**src/design/abas_pkg.sv**
```systemverilog
`timescale 1ns / 1ps
`default_nettype none
// ----------------------------------------------------------------------------
// ADC block averager and scaler - shared definitions
// Widths, fixed-point constants, register and channel codes, payload types
// and the sequencer state type used across the block.
// ----------------------------------------------------------------------------
package abas_pkg;

  // Default block length in ADC sequences (legal range 1 to 16)
  localparam int unsigned SAMPLES_PER_BLOCK = 10;

  localparam int CHANNELS = 7;
  localparam int CH_W     = 3;
  localparam int SAMPLE_W = 12;
  localparam int SUM_W    = 16;
  localparam int GAIN_W   = 24;
  localparam int PROD_W   = 40;
  localparam int Q_W      = 32;
  localparam int VOLT_W   = 18;
  localparam int HSUM_W   = 34;
  localparam int TOT_W    = 35;

  // Reciprocal divider: every dividend stays below 2^30, the reciprocal
  // fits 32 bits and the shift reaches at most 34
  localparam int DIVIDEND_W    = 30;
  localparam int RECIP_W       = 32;
  localparam int RECIP_SHIFT_W = 6;

  // APB register map
  localparam int APB_ADDR_W = 4;
  localparam int APB_DATA_W = 32;
  localparam int REG_IDX_W  = 2;
  localparam logic [REG_IDX_W-1:0] REG_GAIN_A = 2'd0;
  localparam logic [REG_IDX_W-1:0] REG_GAIN_B = 2'd1;
  localparam logic [REG_IDX_W-1:0] REG_GAIN_C = 2'd2;
  localparam logic [GAIN_W-1:0]    GAIN_RESET = 24'd65536;

  // Channel positions in the scaling pass
  localparam logic [CH_W-1:0] CH_PRESS_A = 3'd0;
  localparam logic [CH_W-1:0] CH_PRESS_B = 3'd1;
  localparam logic [CH_W-1:0] CH_PRESS_C = 3'd2;
  localparam logic [CH_W-1:0] CH_ANGLE   = 3'd3;
  localparam logic [CH_W-1:0] CH_VOLT_E  = 3'd4;
  localparam logic [CH_W-1:0] CH_VOLT_F  = 3'd5;
  localparam logic [CH_W-1:0] CH_VOLT_G  = 3'd6;

  // Scaling constants
  // angle: 66.5 - avg*3/4096*100 in Q16.16, 4800 = 3*100*65536/4096
  localparam logic [GAIN_W-1:0]    ANGLE_COEF      = 24'd4800;
  // volts: avg*3/4096 in Q16.16, 48 = 3*65536/4096
  localparam logic [GAIN_W-1:0]    VOLT_COEF       = 24'd48;
  localparam logic signed [Q_W-1:0] ANGLE_OFFSET    = 32'sd4358144;
  localparam logic signed [Q_W-1:0] PRESSURE_OFFSET = 32'sd327680;
  // pressure: S*15*g/(16384*N); 15/16384 folds 3/4096 and 1.25 with the Q shift
  localparam int PRESS_SHIFT = 14;
  localparam int PRESS_HALF  = 8192;

  // Five-point moving average; the bias is a multiple of five that keeps the
  // dividend positive and below 2^30, plus two for rounding. The quotient
  // comes out lifted by 2^27.
  localparam int AVG_POINTS     = 5;
  localparam int AVG_LIFT_SHIFT = 27;
  localparam logic [DIVIDEND_W-1:0] AVG_BIAS =
    (DIVIDEND_W'(AVG_POINTS) << AVG_LIFT_SHIFT) + DIVIDEND_W'(AVG_POINTS / 2);
  localparam logic signed [Q_W-1:0] AVG_LIFT = 32'sd134217728;

  typedef struct packed {
    logic [SAMPLE_W-1:0] sample_ch1;
    logic [SAMPLE_W-1:0] sample_ch2;
    logic [SAMPLE_W-1:0] sample_ch3;
    logic [SAMPLE_W-1:0] sample_ch4;
    logic [SAMPLE_W-1:0] sample_ch5;
    logic [SAMPLE_W-1:0] sample_ch6;
    logic [SAMPLE_W-1:0] sample_ch7;
  } in_t;

  typedef struct packed {
    logic signed [Q_W-1:0] pressure_a;
    logic signed [Q_W-1:0] pressure_b;
    logic signed [Q_W-1:0] pressure_c;
    logic signed [Q_W-1:0] angle_smoothed;
    logic [VOLT_W-1:0]     voltage_e;
    logic [VOLT_W-1:0]     voltage_f;
    logic [VOLT_W-1:0]     voltage_g;
  } result_t;

  typedef struct packed {
    logic                     start;
    logic [DIVIDEND_W-1:0]    dividend;
    logic [RECIP_W-1:0]       recip;
    logic [RECIP_SHIFT_W-1:0] shift;
  } div_req_t;

  typedef struct packed {
    logic                  done;
    logic [DIVIDEND_W-1:0] quotient;
  } div_rsp_t;

  typedef enum logic [3:0] {
    ST_IDLE,
    ST_MUL,
    ST_PREP,
    ST_DIV,
    ST_POST,
    ST_AVG_SUM,
    ST_AVG_START,
    ST_AVG_DIV,
    ST_AVG_POST,
    ST_DONE
  } state_t;

endpackage
`default_nettype wire

```
**src/design/abas_stream_if.sv**
```systemverilog
`timescale 1ns / 1ps
`default_nettype none
// ----------------------------------------------------------------------------
// Valid/ready stream channel
// Carries one payload per transaction, taken when valid and ready are high.
// ----------------------------------------------------------------------------
interface abas_stream_if #(
  parameter type payload_t = logic
);
  logic     valid;
  logic     ready;
  payload_t data;

  modport source (output valid, output data, input ready);
  modport sink (input valid, input data, output ready);
endinterface
`default_nettype wire

```
**src/design/abas_divider.sv**
```systemverilog
`timescale 1ns / 1ps
`default_nettype none
// ----------------------------------------------------------------------------
// Reciprocal divider
// Divides by a constant through its scaled reciprocal: latch, multiply, then
// shift. Start sets a busy flag, and done pulses as the product is registered;
// the quotient holds until the next start.
// ----------------------------------------------------------------------------
module abas_divider (
  input  wire logic               clk,
  input  wire logic               rst,
  input  wire abas_pkg::div_req_t req,
  output abas_pkg::div_rsp_t      rsp
);

  localparam int DW = abas_pkg::DIVIDEND_W;
  localparam int RW = abas_pkg::RECIP_W;
  localparam int SW = abas_pkg::RECIP_SHIFT_W;
  localparam int PW = DW + RW;

  logic [DW-1:0] dvd;
  logic [RW-1:0] recip;
  logic [SW-1:0] shift;
  logic [PW-1:0] prod;
  logic          busy;
  logic          done;

  always_ff @(posedge clk) begin
    if (rst) begin
      busy <= 1'b0;
      done <= 1'b0;
    end else begin
      busy <= req.start;
      done <= busy && !req.start;
      if (req.start) begin
        dvd   <= req.dividend;
        recip <= req.recip;
        shift <= req.shift;
      end
      if (busy && !req.start) begin
        prod <= PW'(dvd) * PW'(recip);
      end
    end
  end

  assign rsp.done     = done;
  assign rsp.quotient = DW'(prod >> shift);

endmodule
`default_nettype wire

```
**src/design/adc_block_average_scaler.sv**
```systemverilog
`timescale 1ns / 1ps
`default_nettype none
// ----------------------------------------------------------------------------
// ADC block averager and scaler
// Sums seven ADC channels over a block of sequences, then scales each channel
// into pressure, smoothed angle or volts in fixed point.
// ----------------------------------------------------------------------------
// Each accepted transaction on adc is one seven-channel ADC sequence, and the
// block takes sequences back to back while idle. Every SAMPLES_PER_BLOCK-th
// sequence closes the block and starts a scaling pass, during which adc.ready
// is low: each of the seven channels goes once through a single shared 16x24
// multiplier and a shared reciprocal divider (one multiply and a shift), and
// the angle takes a second division for its five-point average. The finished
// result sits in an output register, so the next block is summed while it
// waits on result; a pass that ends while that register is still full holds
// in its done state until the waiting transaction completes.
// Pressure gains are written over APB at byte addresses 0, 4 and 8.
// ----------------------------------------------------------------------------
module adc_block_average_scaler #(
  parameter int unsigned SAMPLES_PER_BLOCK = abas_pkg::SAMPLES_PER_BLOCK
) (
  input  wire logic                            clk,
  input  wire logic                            rst,
  abas_stream_if.sink                          adc,
  abas_stream_if.source                        result,
  input  wire logic                            psel,
  input  wire logic                            penable,
  input  wire logic                            pwrite,
  input  wire logic [abas_pkg::APB_ADDR_W-1:0] paddr,
  input  wire logic [abas_pkg::APB_DATA_W-1:0] pwdata,
  output logic [abas_pkg::APB_DATA_W-1:0]      prdata,
  output logic                                 pready
);

  localparam int CNT_W  = $clog2(SAMPLES_PER_BLOCK + 1);
  localparam int SUM_W  = abas_pkg::SUM_W;
  localparam int GAIN_W = abas_pkg::GAIN_W;
  localparam int PROD_W = abas_pkg::PROD_W;
  localparam int WIDE_W = PROD_W + 4;
  localparam int DW     = abas_pkg::DIVIDEND_W;
  localparam int RW     = abas_pkg::RECIP_W;
  localparam int SW     = abas_pkg::RECIP_SHIFT_W;
  localparam int Q_W    = abas_pkg::Q_W;
  localparam int VOLT_W = abas_pkg::VOLT_W;
  localparam int HSUM_W = abas_pkg::HSUM_W;
  localparam int TOT_W  = abas_pkg::TOT_W;
  localparam int DATA_W = abas_pkg::APB_DATA_W;
  localparam int RIW    = abas_pkg::REG_IDX_W;

  // Round-half terms of the divisions by the block length
  localparam logic [PROD_W-1:0] HALF_N      = PROD_W'(SAMPLES_PER_BLOCK / 2);
  localparam logic [WIDE_W-1:0] PRESS_ROUND =
    WIDE_W'(abas_pkg::PRESS_HALF * SAMPLES_PER_BLOCK);
  localparam logic [CNT_W-1:0]  COUNT_LAST  = CNT_W'(SAMPLES_PER_BLOCK - 1);

  // floor(x/d) = (x * ceil(2^(30+l)/d)) >> (30+l) with 2^l >= d, exact for
  // every dividend below 2^30
  localparam int N_LOG = $clog2(SAMPLES_PER_BLOCK);
  localparam int A_LOG = $clog2(abas_pkg::AVG_POINTS);
  localparam logic [SW-1:0] SHIFT_N   = SW'(DW + N_LOG);
  localparam logic [SW-1:0] SHIFT_AVG = SW'(DW + A_LOG);
  localparam logic [RW-1:0] RECIP_N   =
    RW'(((64'd1 << (DW + N_LOG)) + 64'(SAMPLES_PER_BLOCK) - 64'd1) /
        64'(SAMPLES_PER_BLOCK));
  localparam logic [RW-1:0] RECIP_AVG =
    RW'(((64'd1 << (DW + A_LOG)) + 64'(abas_pkg::AVG_POINTS) - 64'd1) /
        64'(abas_pkg::AVG_POINTS));

  abas_pkg::state_t state;
  abas_pkg::state_t state_next;

  // Configuration
  logic [GAIN_W-1:0] gain_a;
  logic [GAIN_W-1:0] gain_b;
  logic [GAIN_W-1:0] gain_c;
  logic              cfg_write;
  logic [RIW-1:0]    reg_idx;

  // Accumulation
  logic [SUM_W-1:0]                  sums [abas_pkg::CHANNELS];
  logic [abas_pkg::SAMPLE_W-1:0]     in_samples [abas_pkg::CHANNELS];
  logic [CNT_W-1:0]                  count;
  logic                              accept;
  logic                              last_seq;

  // Scaling pass
  logic [abas_pkg::CH_W-1:0]  ch;
  logic [GAIN_W-1:0]          coef;
  logic [PROD_W-1:0]          mul_full;
  logic [PROD_W-1:0]          prod;
  logic [WIDE_W-1:0]          prod15;
  logic [WIDE_W-1:0]          press_rounded;
  logic [DW-1:0]              press_dividend;
  logic [DW-1:0]              lin_dividend;
  logic [DW-1:0]              avg_dividend;
  logic [Q_W-1:0]             quo_low;
  logic signed [Q_W-1:0]      angle;
  logic signed [Q_W-1:0]      hist [4];
  logic signed [HSUM_W-1:0]   hist_sum;
  logic signed [TOT_W-1:0]    total;
  abas_pkg::result_t          work;
  abas_pkg::result_t          out_res;
  logic                       out_valid;
  logic                       out_free;

  abas_pkg::div_req_t div_req;
  abas_pkg::div_rsp_t div_rsp;

  abas_divider u_divider (
    .clk (clk),
    .rst (rst),
    .req (div_req),
    .rsp (div_rsp)
  );

  // --------------------------------------------------------------------------
  // APB register port: no wait states, writes land at the access phase
  // --------------------------------------------------------------------------
  assign pready    = 1'b1;
  assign reg_idx   = paddr[abas_pkg::APB_ADDR_W-1:2];
  assign cfg_write = psel && penable && pwrite && pready;

  always_comb begin
    case (reg_idx)
      abas_pkg::REG_GAIN_A: prdata = DATA_W'(gain_a);
      abas_pkg::REG_GAIN_B: prdata = DATA_W'(gain_b);
      abas_pkg::REG_GAIN_C: prdata = DATA_W'(gain_c);
      default:              prdata = '0;
    endcase
  end

  // --------------------------------------------------------------------------
  // Input side: unpack the sequence, flag the last one of a block
  // --------------------------------------------------------------------------
  assign in_samples[0] = adc.data.sample_ch1;
  assign in_samples[1] = adc.data.sample_ch2;
  assign in_samples[2] = adc.data.sample_ch3;
  assign in_samples[3] = adc.data.sample_ch4;
  assign in_samples[4] = adc.data.sample_ch5;
  assign in_samples[5] = adc.data.sample_ch6;
  assign in_samples[6] = adc.data.sample_ch7;

  assign accept   = adc.valid && adc.ready;
  assign last_seq = (count == COUNT_LAST);
  assign out_free = !out_valid || result.ready;

  // --------------------------------------------------------------------------
  // Shared datapath
  // --------------------------------------------------------------------------
  // Coefficient for the channel under way: pressure gain, angle or volt scale
  always_comb begin
    case (ch)
      abas_pkg::CH_PRESS_A: coef = gain_a;
      abas_pkg::CH_PRESS_B: coef = gain_b;
      abas_pkg::CH_PRESS_C: coef = gain_c;
      abas_pkg::CH_ANGLE:   coef = abas_pkg::ANGLE_COEF;
      default:              coef = abas_pkg::VOLT_COEF;
    endcase
  end

  assign mul_full = PROD_W'(sums[ch]) * PROD_W'(coef);

  // Pressure: round(S*g*15 / (16384*N)) split into a rounding shift by 16384
  // and a division by N; the nested floors give the same quotient
  assign prod15         = {prod, 4'b0000} - {4'b0000, prod};
  assign press_rounded  = prod15 + PRESS_ROUND;
  assign press_dividend = DW'(press_rounded >> abas_pkg::PRESS_SHIFT);
  // Angle and volts: round(S*coef / N)
  assign lin_dividend   = DW'(prod + HALF_N);
  // Five-point average: floor((total + 2) / 5) on a biased, positive dividend
  assign avg_dividend   = $unsigned(DW'(total)) + abas_pkg::AVG_BIAS;

  // Quotients stay far inside 32 bits, so pressure and angle never clamp
  assign quo_low = Q_W'(div_rsp.quotient);

  // --------------------------------------------------------------------------
  // Sequencer: next state
  // --------------------------------------------------------------------------
  always_comb begin
    state_next = state;
    case (state)
      abas_pkg::ST_IDLE: begin
        if (accept && last_seq) state_next = abas_pkg::ST_MUL;
      end
      abas_pkg::ST_MUL:  state_next = abas_pkg::ST_PREP;
      abas_pkg::ST_PREP: state_next = abas_pkg::ST_DIV;
      abas_pkg::ST_DIV: begin
        if (div_rsp.done) state_next = abas_pkg::ST_POST;
      end
      abas_pkg::ST_POST: begin
        if (ch == abas_pkg::CH_ANGLE) begin
          state_next = abas_pkg::ST_AVG_SUM;
        end else if (ch == abas_pkg::CH_VOLT_G) begin
          state_next = abas_pkg::ST_DONE;
        end else begin
          state_next = abas_pkg::ST_MUL;
        end
      end
      abas_pkg::ST_AVG_SUM:   state_next = abas_pkg::ST_AVG_START;
      abas_pkg::ST_AVG_START: state_next = abas_pkg::ST_AVG_DIV;
      abas_pkg::ST_AVG_DIV: begin
        if (div_rsp.done) state_next = abas_pkg::ST_AVG_POST;
      end
      abas_pkg::ST_AVG_POST: state_next = abas_pkg::ST_MUL;
      abas_pkg::ST_DONE: begin
        if (out_free) state_next = abas_pkg::ST_IDLE;
      end
      default: state_next = abas_pkg::ST_IDLE;
    endcase
  end

  // --------------------------------------------------------------------------
  // Sequencer: outputs
  // --------------------------------------------------------------------------
  always_comb begin
    adc.ready        = 1'b0;
    div_req.start    = 1'b0;
    div_req.dividend = lin_dividend;
    div_req.recip    = RECIP_N;
    div_req.shift    = SHIFT_N;
    case (state)
      abas_pkg::ST_IDLE: adc.ready = 1'b1;
      abas_pkg::ST_PREP: begin
        div_req.start = 1'b1;
        if (ch inside {[abas_pkg::CH_PRESS_A:abas_pkg::CH_PRESS_C]}) begin
          div_req.dividend = press_dividend;
        end
      end
      abas_pkg::ST_AVG_START: begin
        div_req.start    = 1'b1;
        div_req.dividend = avg_dividend;
        div_req.recip    = RECIP_AVG;
        div_req.shift    = SHIFT_AVG;
      end
      default: ;
    endcase
  end

  assign result.valid = out_valid;
  assign result.data  = out_res;

  // --------------------------------------------------------------------------
  // Registers
  // --------------------------------------------------------------------------
  always_ff @(posedge clk) begin
    if (rst) begin
      state     <= abas_pkg::ST_IDLE;
      gain_a    <= abas_pkg::GAIN_RESET;
      gain_b    <= abas_pkg::GAIN_RESET;
      gain_c    <= abas_pkg::GAIN_RESET;
      count     <= '0;
      ch        <= abas_pkg::CH_PRESS_A;
      out_valid <= 1'b0;
      hist_sum  <= '0;
      for (int i = 0; i < abas_pkg::CHANNELS; i++) sums[i] <= '0;
      for (int i = 0; i < 4; i++) hist[i] <= '0;
    end else begin
      state <= state_next;

      // Keep the low 24 bits of a gain write; drop writes past the map
      if (cfg_write) begin
        case (reg_idx)
          abas_pkg::REG_GAIN_A: gain_a <= pwdata[GAIN_W-1:0];
          abas_pkg::REG_GAIN_B: gain_b <= pwdata[GAIN_W-1:0];
          abas_pkg::REG_GAIN_C: gain_c <= pwdata[GAIN_W-1:0];
          default: ;
        endcase
      end

      // Accumulate; sixteen full-scale sequences still fit the sums
      if (accept) begin
        for (int i = 0; i < abas_pkg::CHANNELS; i++) begin
          sums[i] <= sums[i] + SUM_W'(in_samples[i]);
        end
        count <= last_seq ? '0 : count + 1'b1;
      end

      // Load a finished result, or release the output register once the
      // transaction completes
      if (state == abas_pkg::ST_DONE && out_free) begin
        out_valid <= 1'b1;
      end else if (result.ready) begin
        out_valid <= 1'b0;
      end

      case (state)
        abas_pkg::ST_MUL: prod <= mul_full;
        abas_pkg::ST_POST: begin
          case (ch)
            abas_pkg::CH_PRESS_A:
              work.pressure_a <= $signed(quo_low) - abas_pkg::PRESSURE_OFFSET;
            abas_pkg::CH_PRESS_B:
              work.pressure_b <= $signed(quo_low) - abas_pkg::PRESSURE_OFFSET;
            abas_pkg::CH_PRESS_C:
              work.pressure_c <= $signed(quo_low) - abas_pkg::PRESSURE_OFFSET;
            abas_pkg::CH_ANGLE:
              angle <= abas_pkg::ANGLE_OFFSET - $signed(quo_low);
            abas_pkg::CH_VOLT_E: work.voltage_e <= quo_low[VOLT_W-1:0];
            abas_pkg::CH_VOLT_F: work.voltage_f <= quo_low[VOLT_W-1:0];
            default:             work.voltage_g <= quo_low[VOLT_W-1:0];
          endcase
          // Hold the channel at the angle and at the end of the pass
          if (ch != abas_pkg::CH_ANGLE && ch != abas_pkg::CH_VOLT_G) begin
            ch <= ch + 1'b1;
          end
        end
        abas_pkg::ST_AVG_SUM: total <= TOT_W'(hist_sum) + TOT_W'(angle);
        abas_pkg::ST_AVG_START: begin
          // Advance the history, oldest entry drops out of the running sum
          hist[0]  <= hist[1];
          hist[1]  <= hist[2];
          hist[2]  <= hist[3];
          hist[3]  <= angle;
          hist_sum <= HSUM_W'(total - TOT_W'(hist[0]));
        end
        abas_pkg::ST_AVG_POST: begin
          // Take the lift of the biased dividend back off the quotient
          work.angle_smoothed <= $signed(quo_low) - abas_pkg::AVG_LIFT;
          ch                  <= ch + 1'b1;
        end
        abas_pkg::ST_DONE: begin
          if (out_free) begin
            out_res   <= work;
            ch        <= abas_pkg::CH_PRESS_A;
            for (int i = 0; i < abas_pkg::CHANNELS; i++) sums[i] <= '0;
          end
        end
        default: ;
      endcase
    end
  end

endmodule
`default_nettype wire

```
**src/flat_wrapper.sv**
```systemverilog
// flat-port wrapper written by rule: the top's interface ports become plain ports
module adc_block_average_scaler_flat import abas_pkg::*;
#(
  parameter int unsigned SAMPLES_PER_BLOCK = abas_pkg::SAMPLES_PER_BLOCK
)
  (clk, rst, psel, penable, pwrite, paddr, pwdata, prdata, pready, adc_valid, adc_data, adc_ready, result_valid, result_data, result_ready);
  abas_stream_if #(.payload_t(in_t)) adc_i ();
  abas_stream_if #(.payload_t(result_t)) result_i ();
  input  wire logic clk;
  input  wire logic rst;
  input  wire logic psel;
  input  wire logic penable;
  input  wire logic pwrite;
  input  wire logic [abas_pkg::APB_ADDR_W-1:0] paddr;
  input  wire logic [abas_pkg::APB_DATA_W-1:0] pwdata;
  output logic [abas_pkg::APB_DATA_W-1:0] prdata;
  output logic pready;
  input wire logic [$bits(adc_i.valid)-1:0] adc_valid;
  input wire logic [$bits(adc_i.data)-1:0] adc_data;
  output wire logic [$bits(adc_i.ready)-1:0] adc_ready;
  output wire logic [$bits(result_i.valid)-1:0] result_valid;
  output wire logic [$bits(result_i.data)-1:0] result_data;
  input wire logic [$bits(result_i.ready)-1:0] result_ready;
  assign adc_i.valid = adc_valid;
  assign adc_i.data = adc_data;
  assign adc_ready = adc_i.ready;
  assign result_valid = result_i.valid;
  assign result_data = result_i.data;
  assign result_i.ready = result_ready;
  adc_block_average_scaler #(.SAMPLES_PER_BLOCK(SAMPLES_PER_BLOCK)) u_core (.clk(clk), .rst(rst), .adc(adc_i), .result(result_i), .psel(psel), .penable(penable), .pwrite(pwrite), .paddr(paddr), .pwdata(pwdata), .prdata(prdata), .pready(pready));
endmodule
```
**config.mk**
```make
export PLATFORM = sky130hd
export DESIGN_NAME = adc_block_average_scaler_flat
export DESIGN_NICKNAME = d
export VERILOG_FILES = /design/src/design/abas_pkg.sv /design/src/design/abas_stream_if.sv /design/src/design/abas_divider.sv /design/src/design/adc_block_average_scaler.sv /design/src/flat_wrapper.sv
export SDC_FILE = /design/constraint.sdc
export NUM_CORES = 2
export LEC_CHECK = 0
export ABC_AREA = 1
export BUFFER_PORTS_ARGS = -buffer_cell sky130_fd_sc_hd__buf_2
export CAP_MARGIN = 20
export CELL_PAD_IN_SITES_DETAIL_PLACEMENT = 1
export CELL_PAD_IN_SITES_GLOBAL_PLACEMENT = 2
export CORE_MARGIN = 2
export CORE_UTILIZATION = 39
export DETAILED_ROUTE_END_ITERATION = 10
export MAX_ROUTING_LAYER = met4
export PLACE_DENSITY = 0.83
export SLEW_MARGIN = 20
export SYNTH_ARGS = -nofsm -noshare
export SYNTH_HDL_FRONTEND = slang
export SYNTH_SLANG_ARGS = --single-unit
```
**constraint.sdc**
```tcl
create_clock -name clk -period 7.4 [get_ports clk]
set_input_delay 0 -clock clk [delete_from_list [all_inputs] [get_ports clk]]
set_output_delay 0 -clock clk [all_outputs]
set_load 0.02 [all_outputs]
```
==> metrics.txt <==
Max Cap Viol 0; area added between synthesis and finish 14.3%; Final nets 10300; Non-Filler Instances around 11000; RSZ-0062 raised after global routing true; Row Count 157; Crit. Startpoint u_core.u_divider.dvd[7]; crit path time final approximately 7000 ps; Max Freq 140 MHz; Util after Layout 44.7%; most common cell type on the critical path inv_1; Core ar. 182000 um^2; Post-synth EDFFs 702; worst reg2reg startpoint u_core.u_divider.dvd[7]; CTS tree built; most common cell in the netlist nand2_1; share of cells above drive strength 1 between 8 and 9%; Yosys top cell area share roughly 30%; Compound-Gate Fraction of Synth Area a little under a tenth; gpl congestion 0.937; area of the die roughly 190000 um^2; Post-Synth XOR/XNOR Area 1.65%; worst-path cell chain ha_1 > inv_1 > fa_1 > inv_1 > fa_1 > inv_1 > fa_1 > inv_1 > fa_1 > inv_1 > fa_1 > fa_1 > inv_1 > fa_1 > ha_1 > nand2_1 > nor2_1 > inv_1 > nor2_1 > inv_1 > o21ai_1 > a21oi_1 > buf_4 > xnor2_1; Die Ht roughly 430 um; via count 60600; Crit-path slowest cell fa_1; Final Cycle Share 96.6%; 1st-iter DRT viols 4859; clk sinks 869; port bufs 324; DIE WIDTH 432 um; r2r setup slk 250 ps; top layer in use met4; antenna-violating nets left 0; largest net degree at the start of global routing 125; H-tree depth 3; Layout Skew ~75 ps; Yosys cell types 57; Starting Density 39.2%; worst hold start pwdata[16]; DP HPWL 216000 um; met2 wire length roughly 120000 um; kind of end point of the critical path flop; routed len/inst roughly 23 um; mean post-synth cell area 8.51 um^2; simple-gate share of the synthesized area 18.0%; fill count around 22000; first-pass GRT wire length 400000 um; Max Root-Sink Buffers 3; Setup WS pre-CTS 55.2 ps; Remaining DRCs 0; Inst Count DP 11100; wl on met1 125000 um; warning count from the yosys run 0; vias per std cell 5.30; WS Path Type reg2reg; Final Max Slew Viols 0; commonest cells in the netlist nand2_1 (1673), inv_1 (1623), nor2_1 (938); All-Layer GR Usage 29.2%; Num CTS Buffers 98; CP max FO 3; max incr delay on CP 590 ps; number of global-route vias before repair approximately 64000; Startpoint Class flop; proportion of synthesized area in mux cells 0%; register area share after synthesis 34.2%; First-pass DRT Iterations 6; Root Buffer clkbuf_16; #FFs+latches synth around 870; final instance area 81700 um^2; WP data required 7940 ps; Slew headroom 24.0%; I/O pins 344; Netlist Area Pre-Place 71500 um^2; main area contributors after synthesis edfxtp_1 (30%), fa_1 (16%), ha_1 (11%), nand2_1 (8.8%), inv_1 (8.5%); status completed; Synth Area in Adders 26.7%; initial antenna violation count 3; largest family of logic cells by synthesized area adder cells; Async SR Flop Fraction 0%; placed cell area 76400 um^2; final worst setup slack 249 ps; Remaining Overflow, GRT 0; Synth Flop Type edfxtp_1; Synth Instances 8399; hold crit path type in2reg; metal3 WL 17200 um; Slew @ Worst Pin 1130 ps; Synth area leader edfxtp_1; final setup violation count 0; final hold violation count 0; worst endpoint data arrival time 7690 ps; drt total wl ~270000 um; worst skew pair latency 760 ps; Clock transition at path regs 70 ps
## placed cells by master (no fill, tap or decap), drive strengths merged, types with 9 or more instances in the layout
master,count
a21boi,17
a21o,37
a21oi,520
a31oi,20
a32o,14
buf,468
clkbuf,124
clkinv,48
clkinvlp,15
conb,9
dfxtp,167
dlygate4sd3,158
edfxtp,702
fa,564
ha,623
inv,1644
nand2,1676
nand3,322
nand3b,13
nand4,70
nor2,953
nor3,74
nor4,21
o211ai,30
o21a,22
o21ai,440
o21bai,47
o221ai,20
or2,30
xnor2,27
xor2,108
## sequential cells by signal (all words and copies together), names as in the netlist, 4 cells and up, named ones only
name                   count
u_core.gain_b             24
u_core.u_divider.dvd      30
u_core.sums              112
u_core.total              30
u_core.hist              120
u_core.angle              30
u_core.result.data       178
u_core.u_divider.prod     30
u_core.hist_sum           30
u_core.work              178
u_core.state               4
u_core.count               4
u_core.prod               40
u_core.gain_c             24
u_core.gain_a             24
## per-layer routing
layer | global-route usage, % | up-vias
met1 | 41.8 | 30400
met5 | - | -
met2 | 44.2 | 1879
met4 | 5.77 | 0
met3 | 4.01 | 271
li1 | - | 28100
## worst max-delay path, delay by kind of cell, from the launching register on
kind                       cells  cell delay [ps]
DFF                            1              500
AOI/OAI and AO/OA              2              250
xor gates and xnor gates       1              270
buffers and inverters          9              920
adders and majority gates      9             4470
and+or+nand+nor                3              550
## metrics by stage
step	TNS, ps	hold WS, ps
floorplan	0	126
detailed placement	0	259
finish	0	75.1
global placement	0	251
global route	-51.9	64.7
CTS	0	17.4
## worst paths after layout
kind                            cells after the start                         to
worst max-delay path                               24  u_core.u_divider.prod[32]
worst min-delay path                                4          u_core.gain_c[16]
worst max register to register                     24  u_core.u_divider.prod[32]
worst min register to register                      0     u_core.result.data[72]
## layout make-up
type                    instances  area [um^2]  area share (%)
clock inverters                59          653           0.800
flip-flops and latches        869        24400            29.9
repair inverters                1         7.51         0.00919
multi-input cells            5713        40300            49.3
inverters                    1654         6260            7.67
clock buffers                 124         2620            3.21
repair buffers                626         4410            5.40
well taps                    2385         2980            3.65
diodes                          2         5.00         0.00613
## timing repair
action	CTS	global route
setup buffers	0	13
pin swaps	0	2
gates resized for setup	1	67
setup endpoints to repair	1	41
endpoints found under the hold margin	188	0
hold buffers	158	0
cloned	0	1
## kinds of logic (layout without fill, tap and decap cells)
group / Yosys count / in the layout
buf+inv: 1824 / 2464
simple gates: 3173 / 3173
fa+ha+maj: 1187 / 1187
xor+xnor: 135 / 135
other cells: 2 / 11
compound gates: 1209 / 1209
flops: 869 / 869
Power is not shown: default switching activity piles up to over one toggle a cycle in this logic, so the estimate is an artifact.
